===== config.mk =====
export PLATFORM = sky130hd
export DESIGN_NAME = c_subset_lexer_top
export DESIGN_NICKNAME = d
export VERILOG_FILES = /design/src/rtl/clex_pkg.sv /design/src/rtl/clex_fifo.sv /design/src/rtl/clex_scan.sv /design/src/rtl/clex_emit.sv /design/src/rtl/c_subset_lexer_top.sv
export SDC_FILE = /design/constraint.sdc
export NUM_CORES = 1
export LEC_CHECK = 0
export BUFFER_PORTS_ARGS = -buffer_cell sky130_fd_sc_hd__buf_2
export CORE_MARGIN = 10
export CORE_UTILIZATION = 25
export CTS_CLUSTER_SIZE = 14
export DETAILED_ROUTE_END_ITERATION = 12
export SLEW_MARGIN = 40
export SYNTH_ARGS = -nofsm -noshare
export SYNTH_HDL_FRONTEND = slang
export SYNTH_SLANG_ARGS = --single-unit

===== constraint.sdc =====
create_clock -name clk_i -period 15.7 [get_ports clk_i]
set_clock_uncertainty 0.15 [all_clocks]
set_input_delay 3.14 -clock clk_i [delete_from_list [all_inputs] [get_ports clk_i]]
set_output_delay 3.14 -clock clk_i [all_outputs]
set_load 0.005 [all_outputs]

===== src/rtl/clex_pkg.sv =====
`timescale 1ns / 1ps
`default_nettype none

package clex_pkg;

  // Fixed field widths.
  localparam int unsigned KIND_W     = 5;
  localparam int unsigned LEN_W      = 16;
  localparam int unsigned PREFIX_W   = 48;
  localparam int unsigned CNT2_W     = 2;

  // Token queue between the scanner and the output stage.
  localparam int unsigned FIFO_DEPTH = 4;
  localparam int unsigned FIFO_PTR_W = $clog2(FIFO_DEPTH);
  localparam int unsigned FIFO_CNT_W = $clog2(FIFO_DEPTH + 1);

  // Keyword spellings, right-aligned: last character in the lowest byte.
  localparam logic [PREFIX_W-1:0] KW_INT    = 48'h0000_0069_6E74;
  localparam logic [PREFIX_W-1:0] KW_VOID   = 48'h0000_766F_6964;
  localparam logic [PREFIX_W-1:0] KW_RETURN = 48'h7265_7475_726E;

  localparam logic [LEN_W-1:0] LEN_INT    = 16'd3;
  localparam logic [LEN_W-1:0] LEN_VOID   = 16'd4;
  localparam logic [LEN_W-1:0] LEN_RETURN = 16'd6;
  localparam logic [LEN_W-1:0] LEN_PREFIX = 16'd6;
  localparam logic [LEN_W-1:0] LEN_ONE    = 16'd1;
  localparam logic [LEN_W-1:0] LEN_TWO    = 16'd2;

  // Characters with a meaning of their own.
  localparam logic [7:0] CH_NUL        = 8'h00;
  localparam logic [7:0] CH_NEWLINE    = 8'h0A;
  localparam logic [7:0] CH_SPACE      = 8'h20;
  localparam logic [7:0] CH_UNDERSCORE = 8'h5F;
  localparam logic [7:0] CH_EQUAL      = 8'h3D;
  localparam logic [7:0] CH_PLUS       = 8'h2B;
  localparam logic [7:0] CH_MINUS      = 8'h2D;
  localparam logic [7:0] CH_SEMI       = 8'h3B;
  localparam logic [7:0] CH_LBRACE     = 8'h7B;
  localparam logic [7:0] CH_RBRACE     = 8'h7D;
  localparam logic [7:0] CH_LPAREN     = 8'h28;
  localparam logic [7:0] CH_RPAREN     = 8'h29;
  localparam logic [7:0] CH_TILDE      = 8'h7E;
  localparam logic [7:0] CH_STAR       = 8'h2A;
  localparam logic [7:0] CH_SLASH      = 8'h2F;
  localparam logic [7:0] CH_PERCENT    = 8'h25;

  typedef enum logic [2:0] {
    MODE_IDLE,
    MODE_NUM,
    MODE_BADNUM,
    MODE_IDENT,
    MODE_EQ,
    MODE_PLUS,
    MODE_MINUS
  } mode_e;

  typedef enum logic [KIND_W-1:0] {
    TK_EOF, TK_EQ, TK_ASSIGN, TK_INC, TK_ADDEQ, TK_ADD, TK_SEMI,
    TK_LBRACE, TK_RBRACE, TK_LPAREN, TK_RPAREN, TK_TILDE, TK_DEC,
    TK_SUBEQ, TK_MINUS, TK_MUL, TK_DIV, TK_REM, TK_INVALID, TK_CONST,
    TK_IDENT, TK_INT, TK_VOID, TK_RETURN
  } kind_e;

  function automatic logic is_digit(input logic [7:0] c);
    return c inside {[8'h30:8'h39]};
  endfunction

  function automatic logic is_alpha(input logic [7:0] c);
    return c inside {[8'h41:8'h5A], [8'h61:8'h7A]};
  endfunction

  function automatic logic is_space(input logic [7:0] c);
    return (c == CH_SPACE) || (c inside {[8'h09:8'h0D]});
  endfunction

  function automatic kind_e single_kind(input logic [7:0] c);
    kind_e k;
    case (c)
      CH_SEMI:    k = TK_SEMI;
      CH_LBRACE:  k = TK_LBRACE;
      CH_RBRACE:  k = TK_RBRACE;
      CH_LPAREN:  k = TK_LPAREN;
      CH_RPAREN:  k = TK_RPAREN;
      CH_TILDE:   k = TK_TILDE;
      CH_STAR:    k = TK_MUL;
      CH_SLASH:   k = TK_DIV;
      CH_PERCENT: k = TK_REM;
      default:    k = TK_INVALID;
    endcase
    return k;
  endfunction

  function automatic kind_e ident_kind(input logic [LEN_W-1:0] len,
                                       input logic [PREFIX_W-1:0] pre);
    kind_e k;
    if (len == LEN_INT && pre == KW_INT) begin
      k = TK_INT;
    end else if (len == LEN_VOID && pre == KW_VOID) begin
      k = TK_VOID;
    end else if (len == LEN_RETURN && pre == KW_RETURN) begin
      k = TK_RETURN;
    end else begin
      k = TK_IDENT;
    end
    return k;
  endfunction

endpackage

`default_nettype wire


===== src/rtl/clex_fifo.sv =====
`timescale 1ns / 1ps
`default_nettype none

// Small token queue; an entry holds the tokens caused by one source byte.
module clex_fifo #(
  parameter int unsigned WIDTH = 8
) (
  input  wire logic             clk_i,
  input  wire logic             rst_ni,
  input  wire logic             push_i,
  input  wire logic [WIDTH-1:0] data_i,
  output logic                  full_o,
  input  wire logic             pop_i,
  output logic [WIDTH-1:0]      data_o,
  output logic                  empty_o
);

  logic [WIDTH-1:0] mem_q [clex_pkg::FIFO_DEPTH];
  logic [clex_pkg::FIFO_PTR_W-1:0] wr_ptr_q, wr_ptr_d;
  logic [clex_pkg::FIFO_PTR_W-1:0] rd_ptr_q, rd_ptr_d;
  logic [clex_pkg::FIFO_CNT_W-1:0] cnt_q, cnt_d;

  assign full_o  = (cnt_q == clex_pkg::FIFO_CNT_W'(clex_pkg::FIFO_DEPTH));
  assign empty_o = (cnt_q == '0);
  assign data_o  = mem_q[rd_ptr_q];

  always_comb begin
    wr_ptr_d = push_i ? wr_ptr_q + 1'b1 : wr_ptr_q;
    rd_ptr_d = pop_i ? rd_ptr_q + 1'b1 : rd_ptr_q;
    case ({push_i, pop_i})
      2'b10:   cnt_d = cnt_q + 1'b1;
      2'b01:   cnt_d = cnt_q - 1'b1;
      default: cnt_d = cnt_q;
    endcase
  end

  always_ff @(posedge clk_i) begin
    if (push_i) begin
      mem_q[wr_ptr_q] <= data_i;
    end
  end

  always_ff @(posedge clk_i or negedge rst_ni) begin
    if (!rst_ni) begin
      wr_ptr_q <= '0;
      rd_ptr_q <= '0;
      cnt_q    <= '0;
    end else begin
      wr_ptr_q <= wr_ptr_d;
      rd_ptr_q <= rd_ptr_d;
      cnt_q    <= cnt_d;
    end
  end

`ifndef SYNTHESIS
  a_no_overflow: assert property (@(posedge clk_i) disable iff (!rst_ni)
    !(push_i && full_o))
    else $error("token queue written while full");
  a_no_underflow: assert property (@(posedge clk_i) disable iff (!rst_ni)
    !(pop_i && empty_o))
    else $error("token queue read while empty");
`endif

endmodule

`default_nettype wire


===== src/rtl/clex_scan.sv =====
`timescale 1ns / 1ps
`default_nettype none

// Scanner: takes one byte per transaction, tracks the pending token and the
// source position, and pushes the tokens that the byte completes.
module clex_scan #(
  parameter int unsigned OB    = 24,
  parameter int unsigned LB    = 20,
  parameter int unsigned CB    = 16,
  parameter int unsigned TOK_W = clex_pkg::KIND_W + OB + clex_pkg::LEN_W + LB + CB,
  parameter int unsigned ENT_W = clex_pkg::CNT2_W + 2 * TOK_W
) (
  input  wire logic             clk_i,
  input  wire logic             rst_ni,
  input  wire logic             in_valid_i,
  output logic                  in_ready_o,
  input  wire logic [7:0]       in_byte_i,
  input  wire logic             in_end_i,
  input  wire logic             full_i,
  output logic                  push_o,
  output logic [ENT_W-1:0]      entry_o
);

  clex_pkg::mode_e mode_q, mode_d;
  logic [OB-1:0] tstart_q, tstart_d;
  logic [LB-1:0] tline_q, tline_d;
  logic [CB-1:0] tcol_q, tcol_d;
  logic [clex_pkg::LEN_W-1:0] tcnt_q, tcnt_d;
  logic [clex_pkg::PREFIX_W-1:0] pre_q, pre_d;
  logic [OB-1:0] off_q, off_d;
  logic [LB-1:0] line_q, line_d;
  logic [CB-1:0] col_q, col_d;

  logic acc, is_end, pend, ext, pair;
  logic [7:0] c;
  logic [OB-1:0] off_nx;
  logic [LB-1:0] line_nx;
  logic [CB-1:0] col_nx;
  logic [clex_pkg::LEN_W-1:0] tcnt_inc;
  clex_pkg::kind_e flush_kind, pair_kind;
  logic [TOK_W-1:0] flush_tok;
  logic a_v, b_v;
  logic [TOK_W-1:0] a_tok, b_tok;

  assign c          = in_byte_i;
  assign in_ready_o = !full_i;
  assign acc        = in_valid_i && !full_i;
  assign is_end     = in_end_i || (c == clex_pkg::CH_NUL);
  assign pend       = (mode_q != clex_pkg::MODE_IDLE);

  // Saturating position after this byte.
  assign off_nx   = (off_q == '1) ? off_q : off_q + 1'b1;
  assign line_nx  = (c != clex_pkg::CH_NEWLINE) ? line_q :
                    (line_q == '1) ? line_q : line_q + 1'b1;
  assign col_nx   = (c == clex_pkg::CH_NEWLINE) ? CB'(1) :
                    (col_q == '1) ? col_q : col_q + 1'b1;
  assign tcnt_inc = (tcnt_q == '1) ? tcnt_q : tcnt_q + 1'b1;

  always_comb begin
    case (mode_q)
      clex_pkg::MODE_NUM:    flush_kind = clex_pkg::TK_CONST;
      clex_pkg::MODE_BADNUM: flush_kind = clex_pkg::TK_INVALID;
      clex_pkg::MODE_IDENT:  flush_kind = clex_pkg::ident_kind(tcnt_q, pre_q);
      clex_pkg::MODE_EQ:     flush_kind = clex_pkg::TK_ASSIGN;
      clex_pkg::MODE_PLUS:   flush_kind = clex_pkg::TK_ADD;
      clex_pkg::MODE_MINUS:  flush_kind = clex_pkg::TK_MINUS;
      default:               flush_kind = clex_pkg::TK_EOF;
    endcase
  end

  assign flush_tok = {tcol_q, tline_q, tcnt_q, tstart_q, flush_kind};

  // Does the byte extend the pending token, or close a two-character operator?
  always_comb begin
    ext       = 1'b0;
    pair      = 1'b0;
    pair_kind = clex_pkg::TK_EQ;
    case (mode_q)
      clex_pkg::MODE_NUM: begin
        ext = clex_pkg::is_digit(c) || clex_pkg::is_alpha(c);
      end
      clex_pkg::MODE_BADNUM: begin
        ext = clex_pkg::is_digit(c) || clex_pkg::is_alpha(c);
      end
      clex_pkg::MODE_IDENT: begin
        ext = clex_pkg::is_digit(c) || clex_pkg::is_alpha(c) ||
              (c == clex_pkg::CH_UNDERSCORE);
      end
      clex_pkg::MODE_EQ: begin
        pair      = (c == clex_pkg::CH_EQUAL);
        pair_kind = clex_pkg::TK_EQ;
      end
      clex_pkg::MODE_PLUS: begin
        pair      = (c == clex_pkg::CH_PLUS) || (c == clex_pkg::CH_EQUAL);
        pair_kind = (c == clex_pkg::CH_PLUS) ? clex_pkg::TK_INC : clex_pkg::TK_ADDEQ;
      end
      clex_pkg::MODE_MINUS: begin
        pair      = (c == clex_pkg::CH_MINUS) || (c == clex_pkg::CH_EQUAL);
        pair_kind = (c == clex_pkg::CH_MINUS) ? clex_pkg::TK_DEC : clex_pkg::TK_SUBEQ;
      end
      default: begin
        ext  = 1'b0;
        pair = 1'b0;
      end
    endcase
  end

  always_comb begin
    mode_d   = mode_q;
    tstart_d = tstart_q;
    tline_d  = tline_q;
    tcol_d   = tcol_q;
    tcnt_d   = tcnt_q;
    pre_d    = pre_q;
    off_d    = off_q;
    line_d   = line_q;
    col_d    = col_q;
    a_v      = 1'b0;
    a_tok    = flush_tok;
    b_v      = 1'b0;
    b_tok    = flush_tok;
    if (acc) begin
      if (is_end) begin
        // Flush the pending token, then the end token at the current position.
        a_v    = pend;
        b_v    = 1'b1;
        b_tok  = {col_q, line_q, clex_pkg::LEN_W'(0), off_q, clex_pkg::TK_EOF};
        mode_d = clex_pkg::MODE_IDLE;
      end else if (ext) begin
        if (mode_q == clex_pkg::MODE_NUM && clex_pkg::is_alpha(c)) begin
          mode_d = clex_pkg::MODE_BADNUM;
        end
        if (tcnt_q < clex_pkg::LEN_PREFIX) begin
          pre_d = {pre_q[clex_pkg::PREFIX_W-9:0], c};
        end
        tcnt_d = tcnt_inc;
        off_d  = off_nx;
        line_d = line_nx;
        col_d  = col_nx;
      end else if (pair) begin
        a_v    = 1'b1;
        a_tok  = {tcol_q, tline_q, clex_pkg::LEN_TWO, tstart_q, pair_kind};
        mode_d = clex_pkg::MODE_IDLE;
        off_d  = off_nx;
        line_d = line_nx;
        col_d  = col_nx;
      end else begin
        // The byte ends the pending token and is scanned afresh.
        a_v    = pend;
        mode_d = clex_pkg::MODE_IDLE;
        off_d  = off_nx;
        line_d = line_nx;
        col_d  = col_nx;
        if (!clex_pkg::is_space(c)) begin
          tstart_d = off_q;
          tline_d  = line_q;
          tcol_d   = col_q;
          tcnt_d   = clex_pkg::LEN_ONE;
          pre_d    = {{(clex_pkg::PREFIX_W-8){1'b0}}, c};
          if (clex_pkg::is_digit(c)) begin
            mode_d = clex_pkg::MODE_NUM;
          end else if (clex_pkg::is_alpha(c) || c == clex_pkg::CH_UNDERSCORE) begin
            mode_d = clex_pkg::MODE_IDENT;
          end else if (c == clex_pkg::CH_EQUAL) begin
            mode_d = clex_pkg::MODE_EQ;
          end else if (c == clex_pkg::CH_PLUS) begin
            mode_d = clex_pkg::MODE_PLUS;
          end else if (c == clex_pkg::CH_MINUS) begin
            mode_d = clex_pkg::MODE_MINUS;
          end else begin
            b_v   = 1'b1;
            b_tok = {col_q, line_q, clex_pkg::LEN_ONE, off_q, clex_pkg::single_kind(c)};
          end
        end
      end
    end
  end

  // Entry layout: token count on top, second token, first token at the bottom.
  assign push_o  = a_v || b_v;
  assign entry_o = {{1'b0, a_v} + {1'b0, b_v}, b_tok, (a_v ? a_tok : b_tok)};

  always_ff @(posedge clk_i or negedge rst_ni) begin
    if (!rst_ni) begin
      mode_q   <= clex_pkg::MODE_IDLE;
      tstart_q <= '0;
      tline_q  <= LB'(1);
      tcol_q   <= CB'(1);
      tcnt_q   <= '0;
      pre_q    <= '0;
      off_q    <= '0;
      line_q   <= LB'(1);
      col_q    <= CB'(1);
    end else begin
      mode_q   <= mode_d;
      tstart_q <= tstart_d;
      tline_q  <= tline_d;
      tcol_q   <= tcol_d;
      tcnt_q   <= tcnt_d;
      pre_q    <= pre_d;
      off_q    <= off_d;
      line_q   <= line_d;
      col_q    <= col_d;
    end
  end

`ifndef SYNTHESIS
  a_end_leaves_idle: assert property (@(posedge clk_i) disable iff (!rst_ni)
    (acc && is_end) |=> (mode_q == clex_pkg::MODE_IDLE && $stable(off_q)))
    else $error("end of source left a pending token or moved the offset");
`endif

endmodule

`default_nettype wire


===== src/rtl/clex_emit.sv =====
`timescale 1ns / 1ps
`default_nettype none

// Output stage: holds one queue entry and hands out its tokens one per
// transaction, marking the final token of the entry with tlast.
module clex_emit #(
  parameter int unsigned TOK_W  = 81,
  parameter int unsigned ENT_W  = clex_pkg::CNT2_W + 2 * TOK_W,
  parameter int unsigned DATA_W = 88
) (
  input  wire logic              clk_i,
  input  wire logic              rst_ni,
  input  wire logic [ENT_W-1:0]  entry_i,
  input  wire logic              empty_i,
  output logic                   pop_o,
  output logic                   m_valid_o,
  input  wire logic              m_ready_i,
  output logic [DATA_W-1:0]      m_data_o,
  output logic                   m_last_o
);

  logic [ENT_W-1:0] ent_q;
  logic             ent_valid_q;
  logic             idx_q;
  logic [clex_pkg::CNT2_W-1:0] ent_cnt;
  logic [TOK_W-1:0] tok;
  logic fire, load;

  assign ent_cnt   = ent_q[ENT_W-1 -: clex_pkg::CNT2_W];
  assign tok       = idx_q ? ent_q[2*TOK_W-1:TOK_W] : ent_q[TOK_W-1:0];
  assign m_valid_o = ent_valid_q;
  assign m_last_o  = idx_q || (ent_cnt == 2'd1);
  assign fire      = ent_valid_q && m_ready_i;
  assign load      = !ent_valid_q || (fire && m_last_o);
  assign pop_o     = load && !empty_i;

  always_comb begin
    m_data_o             = '0;
    m_data_o[TOK_W-1:0]  = tok;
  end

  always_ff @(posedge clk_i) begin
    if (pop_o) begin
      ent_q <= entry_i;
    end
  end

  always_ff @(posedge clk_i or negedge rst_ni) begin
    if (!rst_ni) begin
      ent_valid_q <= 1'b0;
      idx_q       <= 1'b0;
    end else if (pop_o) begin
      ent_valid_q <= 1'b1;
      idx_q       <= 1'b0;
    end else if (fire && m_last_o) begin
      ent_valid_q <= 1'b0;
      idx_q       <= 1'b0;
    end else if (fire) begin
      idx_q       <= 1'b1;
    end
  end

`ifndef SYNTHESIS
  a_entry_not_empty: assert property (@(posedge clk_i) disable iff (!rst_ni)
    ent_valid_q |-> (ent_cnt == 2'd1 || ent_cnt == 2'd2))
    else $error("held entry carries no token");
`endif

endmodule

`default_nettype wire


===== src/rtl/c_subset_lexer_top.sv =====
`timescale 1ns / 1ps
`default_nettype none

// Streaming lexer for a small C subset.
// Slave channel: one source byte per transaction in s_axis_tdata_i; s_axis_tuser_i
// set means the source has ended (a zero byte means the same). Either one
// flushes the pending token and then yields an end-of-file token.
// Master channel: one token per transaction. tlast marks the final token caused
// by one input byte; a byte causes zero, one or two tokens.
// Throughput: one byte per cycle and one token per cycle, limited only by the
// output stage when bytes produce tokens faster than one per cycle.
// A token is written into the queue when the byte that completes it is accepted,
// then moves from the queue into the output stage register that drives the master side.
// A four-entry token queue sits between the scanner and the output stage, so
// bytes keep flowing while a result waits; when the receiver stalls and the
// queue fills, s_axis_tready_o drops until an entry drains.
// Reset clears the scanner to idle, the position to offset 0, line 1, column 1,
// and empties the queue and the output stage.
module c_subset_lexer_top #(
  parameter int unsigned OFFSET_BITS = 24,
  parameter int unsigned LINE_BITS   = 20,
  parameter int unsigned COLUMN_BITS = 16,
  localparam int unsigned TOK_W  = clex_pkg::KIND_W + OFFSET_BITS + clex_pkg::LEN_W +
                                   LINE_BITS + COLUMN_BITS,
  localparam int unsigned DATA_W = ((TOK_W + 7) / 8) * 8
) (
  input  wire logic              clk_i,
  input  wire logic              rst_ni,
  input  wire logic              s_axis_tvalid_i,
  output logic                   s_axis_tready_o,
  // Fields from bit 0: source_byte.
  input  wire logic [7:0]        s_axis_tdata_i,
  // Fields from bit 0: end_of_source.
  input  wire logic              s_axis_tuser_i,
  output logic                   m_axis_tvalid_o,
  input  wire logic              m_axis_tready_i,
  // Fields from bit 0: token_kind, start_offset, token_length, first_line,
  // start_column, then zero padding to a whole byte.
  output logic [DATA_W-1:0]      m_axis_tdata_o,
  // Last token caused by the input byte.
  output logic                   m_axis_tlast_o
);

  localparam int unsigned ENT_W = clex_pkg::CNT2_W + 2 * TOK_W;

  logic             push, pop, full, empty;
  logic [ENT_W-1:0] push_entry, pop_entry;

  clex_scan #(
    .OB    (OFFSET_BITS),
    .LB    (LINE_BITS),
    .CB    (COLUMN_BITS),
    .TOK_W (TOK_W),
    .ENT_W (ENT_W)
  ) u_scan (
    .clk_i      (clk_i),
    .rst_ni     (rst_ni),
    .in_valid_i (s_axis_tvalid_i),
    .in_ready_o (s_axis_tready_o),
    .in_byte_i  (s_axis_tdata_i),
    .in_end_i   (s_axis_tuser_i),
    .full_i     (full),
    .push_o     (push),
    .entry_o    (push_entry)
  );

  clex_fifo #(
    .WIDTH (ENT_W)
  ) u_fifo (
    .clk_i   (clk_i),
    .rst_ni  (rst_ni),
    .push_i  (push),
    .data_i  (push_entry),
    .full_o  (full),
    .pop_i   (pop),
    .data_o  (pop_entry),
    .empty_o (empty)
  );

  clex_emit #(
    .TOK_W  (TOK_W),
    .ENT_W  (ENT_W),
    .DATA_W (DATA_W)
  ) u_emit (
    .clk_i     (clk_i),
    .rst_ni    (rst_ni),
    .entry_i   (pop_entry),
    .empty_i   (empty),
    .pop_o     (pop),
    .m_valid_o (m_axis_tvalid_o),
    .m_ready_i (m_axis_tready_i),
    .m_data_o  (m_axis_tdata_o),
    .m_last_o  (m_axis_tlast_o)
  );

`ifndef SYNTHESIS
  a_ready_tracks_queue: assert property (@(posedge clk_i) disable iff (!rst_ni)
    s_axis_tready_o == !full)
    else $error("input ready disagrees with queue space");
`endif

endmodule

`default_nettype wire

# Yosys cells after proc, flatten, opt, wreduce, memory -nomap -nowiden
# Memories as Yosys holds them, arrays and structs flattened. A register that Yosys moved wholly into a read port is not among the register bits.
# Cells that the tools add are included.
[classes]
n_addsub = 9
order_cmp = 9
n_eq_ne = 42
mux = 68
n_bitwise = 7
reduce_logical = 40
[op_table]
columns = ["cell", "n"]
rows = [
  ["81-bit two-way mux", 12],
  ["48-bit two-way mux", 4],
  ["45-bit two-way mux", 4],
  ["16-bit two-way mux", 6],
  ["8-bit by 6-bit equality test with 1-bit output, second input constant", 10],
  ["48-bit by 23-bit equality test with 1-bit output, second input constant", 1],
  ["48-bit by 31-bit equality test with 1-bit output, second input constant", 1],
  ["48-bit by 47-bit equality test with 1-bit output, second input constant", 1],
  ["5-bit case mux with 9 select lines", 1],
  ["3-bit two-way mux", 11],
  ["16-bit by 1-bit adder with 16-bit output, second input constant", 2],
  ["16-bit equality test, second input constant", 2],
  ["16-bit by 3-bit equality test with 1-bit output, second input constant", 2],
  ["8-bit by 7-bit equality test with 1-bit output, second input constant", 4],
  ["5-bit case mux with 6 select lines", 1],
  ["24-bit by 1-bit adder with 24-bit output, second input constant", 1],
  ["24-bit equality test, second input constant", 1],
  ["1-bit two-way mux", 22],
  ["20-bit by 1-bit adder with 20-bit output, second input constant", 1],
  ["20-bit equality test, second input constant", 1],
  ["16-bit by 2-bit equality test with 1-bit output, second input constant", 1],
  ["8-bit by 7-bit greater-or-equal comparator with 1-bit output, second input constant", 2],
  ["8-bit by 7-bit less-or-equal comparator with 1-bit output, second input constant", 2],
  ["16-bit by 3-bit < comparator with 1-bit output, second input constant", 1],
  ["37 further kinds", 81],
]
[word_totals]
ff_bits = 196
ram_bits = 656
in_bits = 13
out_inout_bits = 91
memories = 1
[memory_table]
columns = ["name", "words", "word_bits", "rd", "rd_clocked_by_memory_dff", "wr", "line_no", "rtl"]
rows = [
  ["u_fifo.mem_q", 4, 164, 1, 1, 1, "clex_fifo.sv:18", "logic [WIDTH-1:0] mem_q [clex_pkg::FIFO_DEPTH];"],
]

# Depth between registers and ports, before layout
[depth]
word_depth = 17
ltp_mapped = 15
mapped_depth_nobuf = 11

# Hierarchy
# From an unflattened synthesis, not the netlist that was laid out.
[hier_totals]
hier_cells = 2224
area_unflattened_um2 = 41478.5
[by_module_without_submodules]
columns = ["mod", "instances", "cells_per_inst", "area_per_inst_um2", "seq_area_each_um2"]
rows = [
  ["clex_fifo", 1, 894, 24069.3, 19874.1],
  ["clex_scan", 1, 1058, 11110.7, 4684.5],
  ["clex_emit", 1, 272, 6298.5, 4974.8],
]

# Least setup slack after synthesis
# No wires, ideal clock.
[synth_timing]
path_kind = "input to register"
start = "in s_axis_tdata_i[1]"
end = "mem u_fifo.mem_q[0][0] (netlist bit) (enable)"
setup_time_ps = 711
arrival_ps = 12408
required_time_ps = 14839
path_slack_ps = 2431
stages = 10
path_cell_list = "buf_2 or4_1 buf_2 o221ai_2 a31oi_1 o31a_1 clkbuf_1 clkbuf_1 ha_1 nor2b_1"
[synth_between]
elab_chain_cells = 14
word_cells_on_any_way = 45
[synth_rtl]
columns = ["element", "line_no", "rtl"]
rows = [
  ["from (decl)", "c_subset_lexer_top.sv:32", "input wire logic [7:0] s_axis_tdata_i,"],
  ["8-bit by 7-bit greater-or-equal comparator with 1-bit output, or another cell as far along", "clex_pkg.sv:69", "return c inside {[8'h41:8'h5A], [8'h61:8'h7A]};"],
  ["1-bit logical AND / 1-bit two-way mux (equally long branches)", "clex_pkg.sv:69, clex_scan.sv:168", ""],
  ["2-bit nonzero test / 1-bit two-way mux (equally long branches)", "clex_pkg.sv:69, clex_scan.sv:166", ""],
  ["1-bit logical OR / 1-bit two-way mux (equally long branches)", "clex_scan.sv:162, clex_scan.sv:164", ""],
  ["1-bit two-way mux", "clex_scan.sv:162", "end else if (clex_pkg::is_alpha(c) || c == clex_pkg::CH_UNDERSCORE) begin"],
  ["1-bit two-way mux", "clex_scan.sv:160", "if (clex_pkg::is_digit(c)) begin"],
  ["1-bit two-way mux", "clex_scan.sv:154", "if (!clex_pkg::is_space(c)) begin"],
  ["1-bit two-way mux", "clex_scan.sv:140", "end else if (pair) begin"],
  ["1-bit two-way mux", "clex_scan.sv:129", "end else if (ext) begin"],
  ["1-bit two-way mux", "clex_scan.sv:123", "if (is_end) begin"],
  ["1-bit two-way mux", "clex_scan.sv:122", "if (acc) begin"],
  ["1-bit logical OR *", "clex_scan.sv:180", "assign push_o = a_v || b_v;"],
  ["1-bit two-way mux *", "clex_fifo.sv:38", "if (push_i) begin"],
  ["1-bit two-way mux (implied by the code) *", "clex_fifo.sv:39", "mem_q[wr_ptr_q] <= data_i;"],
  ["to (decl)", "clex_fifo.sv:18", ""],
]
# Mark *: on every way between the ends. The rest lies on a longest branch, timed or not.

# Worst setup path after layout
[layout_timing]
start = "in s_axis_tdata_i[1]"
end = "mem u_fifo.mem_q[3][89] (netlist bit) (enable)"
# Same word-level chain as after synthesis.

==> metrics <==
RSZ-0062 raised after global routing=no; DRT iter0 DRCs=1378; startpoint types=input pin; Cells after DPL=around 4300; EDFF count, synth=approximately 800; register area share after synthesis=72.7%; vias in the first global route=20700; clock period minus worst slack=roughly 7.3 ns; pwr/cell area=between 150 and 200 nW/µm²; Final GP Congestion=roughly 0.76; Routed WL=approximately 88 mm; routed len/inst=19.3 µm; hold_buf cts=0; top_reg_cell synth=edfxtp_1; WL met2=45.1 mm; Finished Layout Cells=4541; CP max FO=63; first-pass GRT wire length=133 mm; Slowest cell on crit path=or4_1; relative slew slack=a little over two fifths; final setup vio count=0; CORE AREA=161000 µm²; initial core utilization=about a quarter; # DRC=0; most used cell, CP=buf_6; Die H=between 400 and 500 µm; DR vias=19700; final-stage net count=2315; top sig layer=met4; clock buffer depth=3; Clock Latency Late Sink=approximately 0.68 ns; Buffers on Ports=96; initial antenna violation count=1; CP delay by family, top=buffers and inverters; post-synthesis area per instance=18.7 µm²; Worst Path Required=15.84 ns; CTS root buf=clkbuf_16; Seq cells post-synth=1016; Critical Path Sink Type=register; mapped cell area=around 41000 µm²; FMAX=between 100 and 150 MHz; status=finished, final reports clean; Final Hold Fails=0; Post-DRT Antenna Nets=0; Buf/Inv on CP=4; DRT Pass-1 Iters=6; DR vias/cell=between 4 and 5; leakage=16.2 nW; M1 WL=roughly 37 mm; HP Class=register to register; Final Util=between 20 and 30%; Max IR drop VDD=~100 µV; Layout area overhead=16.2%; Synth cell types=between 70 and 80; die area=around 180000 µm²; final instance area=approximately 47000 µm²; largest net degree at the start of global routing=about 120; Post-synth ARST share=around a fifth; GRT Overall Usage=under 10%; Slew Limit Fails=0; dpl cell area=43700 µm²; Post-Syn Instances=roughly 2200; Clock transition at path regs=approximately 0.060 ns; TritonCTS clock tree=yes; Met3 Routed Length=between 3 and 4 mm; CP Data Arrival Time=between 7 and 8 ns; max cap viols=0; Row Count=about 150; H-tree depth=3; Ys Warns=0; Detailed Place HPWL=approximately 52 mm; Die Wd=about 420 µm; layout cells sized above 1=between 20% and 30%; crit-path cells=buf_2 > or4_1 > o221ai_2 > a31oi_1 > o31a_2 > ha_1 > nor2b_4 > buf_6 > buf_6 > buf_6; clk sink count=~1000; post-CTS sizing=0; final worst path period share=a little under half; critical path class=input pin to register; post-route setup TNS=0 ns; worst slew pin tran=0.856 ns; total grt overflow=0; max incr delay on CP=roughly 0.67 ns; Num CTS Buffers=about 100; setup repair bufs after CTS=0; # IOs=between 100 and 150
[metrics by stage]
step           power [mW]  hold slack [ns]  setup slack [ns]
6_report             9.02            0.354              8.40
5_1_grt              9.50            0.375              8.08
4_1_cts              9.22            0.351              7.98
3_5_place_dp         6.77            0.345              7.25
3_3_place_gp         6.72            0.329              7.02
2_1_floorplan        5.92            0.307              2.43
[registers in the layout, indices dropped and copies added (netlist names), 2 cells and up]
name and cells:
u_fifo.mem_q 656, u_scan.tstart_q 24, u_scan.pre_q 48, u_scan.tline_q 20
u_fifo.wr_ptr_q 2, u_fifo.rd_ptr_q 2, u_scan.col_q 16, u_scan.off_q 24
u_scan.tcol_q 16, u_scan.line_q 20, u_fifo.cnt_q 3, u_scan.tcnt_q 16
u_scan.mode_q 3, u_emit.ent_q 164
[Yosys cell counts, drive strengths merged (5+ instances only)]
library cell / n / area share, %
xnor2: 39 / 0.84
dfrtp: 192 / 12
a211oi: 7 / 0.15
ha: 13 / 0.40
and4: 11 / 0.24
o21ai: 31 / 0.38
and3: 21 / 0.32
clkbuf: 57 / 0.53
nand4: 24 / 0.37
nor3: 21 / 0.26
and2: 21 / 0.32
a22o: 43 / 0.93
nor4: 12 / 0.18
inv: 29 / 0.27
nand2: 59 / 0.54
o22ai: 6 / 0.092
buf: 62 / 0.85
nand3: 36 / 0.44
edfxtp: 820 / 61
mux4: 164 / 9.1
nand2b: 5 / 0.077
nor2: 64 / 0.59
or3: 9 / 0.14
o211ai: 6 / 0.11
nor4b: 7 / 0.15
nor2b: 12 / 0.18
mux2: 266 / 7.4
xor2: 22 / 0.47
or4: 7 / 0.13
a21oi: 28 / 0.34
[final cells by class]
class                           instances  area (µm²)
Antenna cell                            2        5.00
Tap cell                             2160        2700
Sequential cell                      1016       29500
Fill cell                           15900      114000
Clock buffer                          149        2960
Clock inverter                         47         435
Timing Repair Buffer                  128         922
Inverter                               29         109
Multi-Input combinational cell       1010       10500
[power by group]
part           switching (mW)  internal (mW)
combinational            1.31          0.975
clock                    1.01           1.41
sequential              0.294           4.02
total                    2.61           6.41
[routing by layer]
| layer | up-vias | track usage, % |
|---|---|---|
| li1 | 8888 | - |
| met1 | 10400 | 11.7 |
| met2 | 348 | 16.8 |
| met3 | 125 | 1.79 |
| met4 | 0 | 3.32 |
| met5 | - | 0 |
[cells by family (layout without fill, tap and decap cells)]
family	after synthesis	in the layout	synth area share, %
buffers and inverters	148	353	1.64
adder cells (fa/ha/maj)	14	14	0.450
XOR/XNOR	61	61	1.31
flip-flops	1016	1016	72.7
multiplexers	433	433	16.5
other	1	9	0.00923
AO/OA/AOI/OAI	167	167	3.00
AND/OR/NAND/NOR	328	328	4.37
[worst paths after layout]
check                             startpoint             endpoint  slack, ns  cells after the start
setup / recovery           s_axis_tdata_i[1]  u_fifo.mem_q[3][89]       8.40                     10
hold / removal               u_fifo.cnt_q[2]      u_fifo.cnt_q[2]       0.35                      1
min in group asynchronous             rst_ni   u_scan.tstart_q[9]       2.22                      1
hold reg to reg              u_fifo.cnt_q[2]      u_fifo.cnt_q[2]       0.35                      1
setup reg to reg             u_fifo.cnt_q[2]  u_fifo.mem_q[3][89]      11.10                      8
max in group asynchronous             rst_ni   u_fifo.rd_ptr_q[1]      11.99                      2
[layout by cell type, fill, tap and decap left out, types with 7 or more instances in the layout]
master / n
edfxtp_1: 820
ha_1: 13
clkbuf_1: 30
or4_1: 7
and4_1: 11
a22o_1: 43
inv_1: 28
nor4b_1: 7
nand4_1: 24
buf_6: 12
nor2b_1: 7
clkbuf_8: 13
a21oi_1: 27
buf_12: 7
or3_1: 9
nor4_1: 12
xnor2_1: 39
nand3_1: 36
clkinv_1: 20
nor3_1: 20
conb_1: 7
nand2_1: 58
mux4_2: 164
clkinv_2: 13
and2_1: 20
dfrtp_1: 189
xor2_1: 22
mux2_2: 244
and3_1: 21
buf_2: 95
clkbuf_16: 107
nor2_1: 62
buf_4: 10
o21ai_0: 31
mux2_1: 22
No activity file was read; power rests on OpenSTA's default activity.
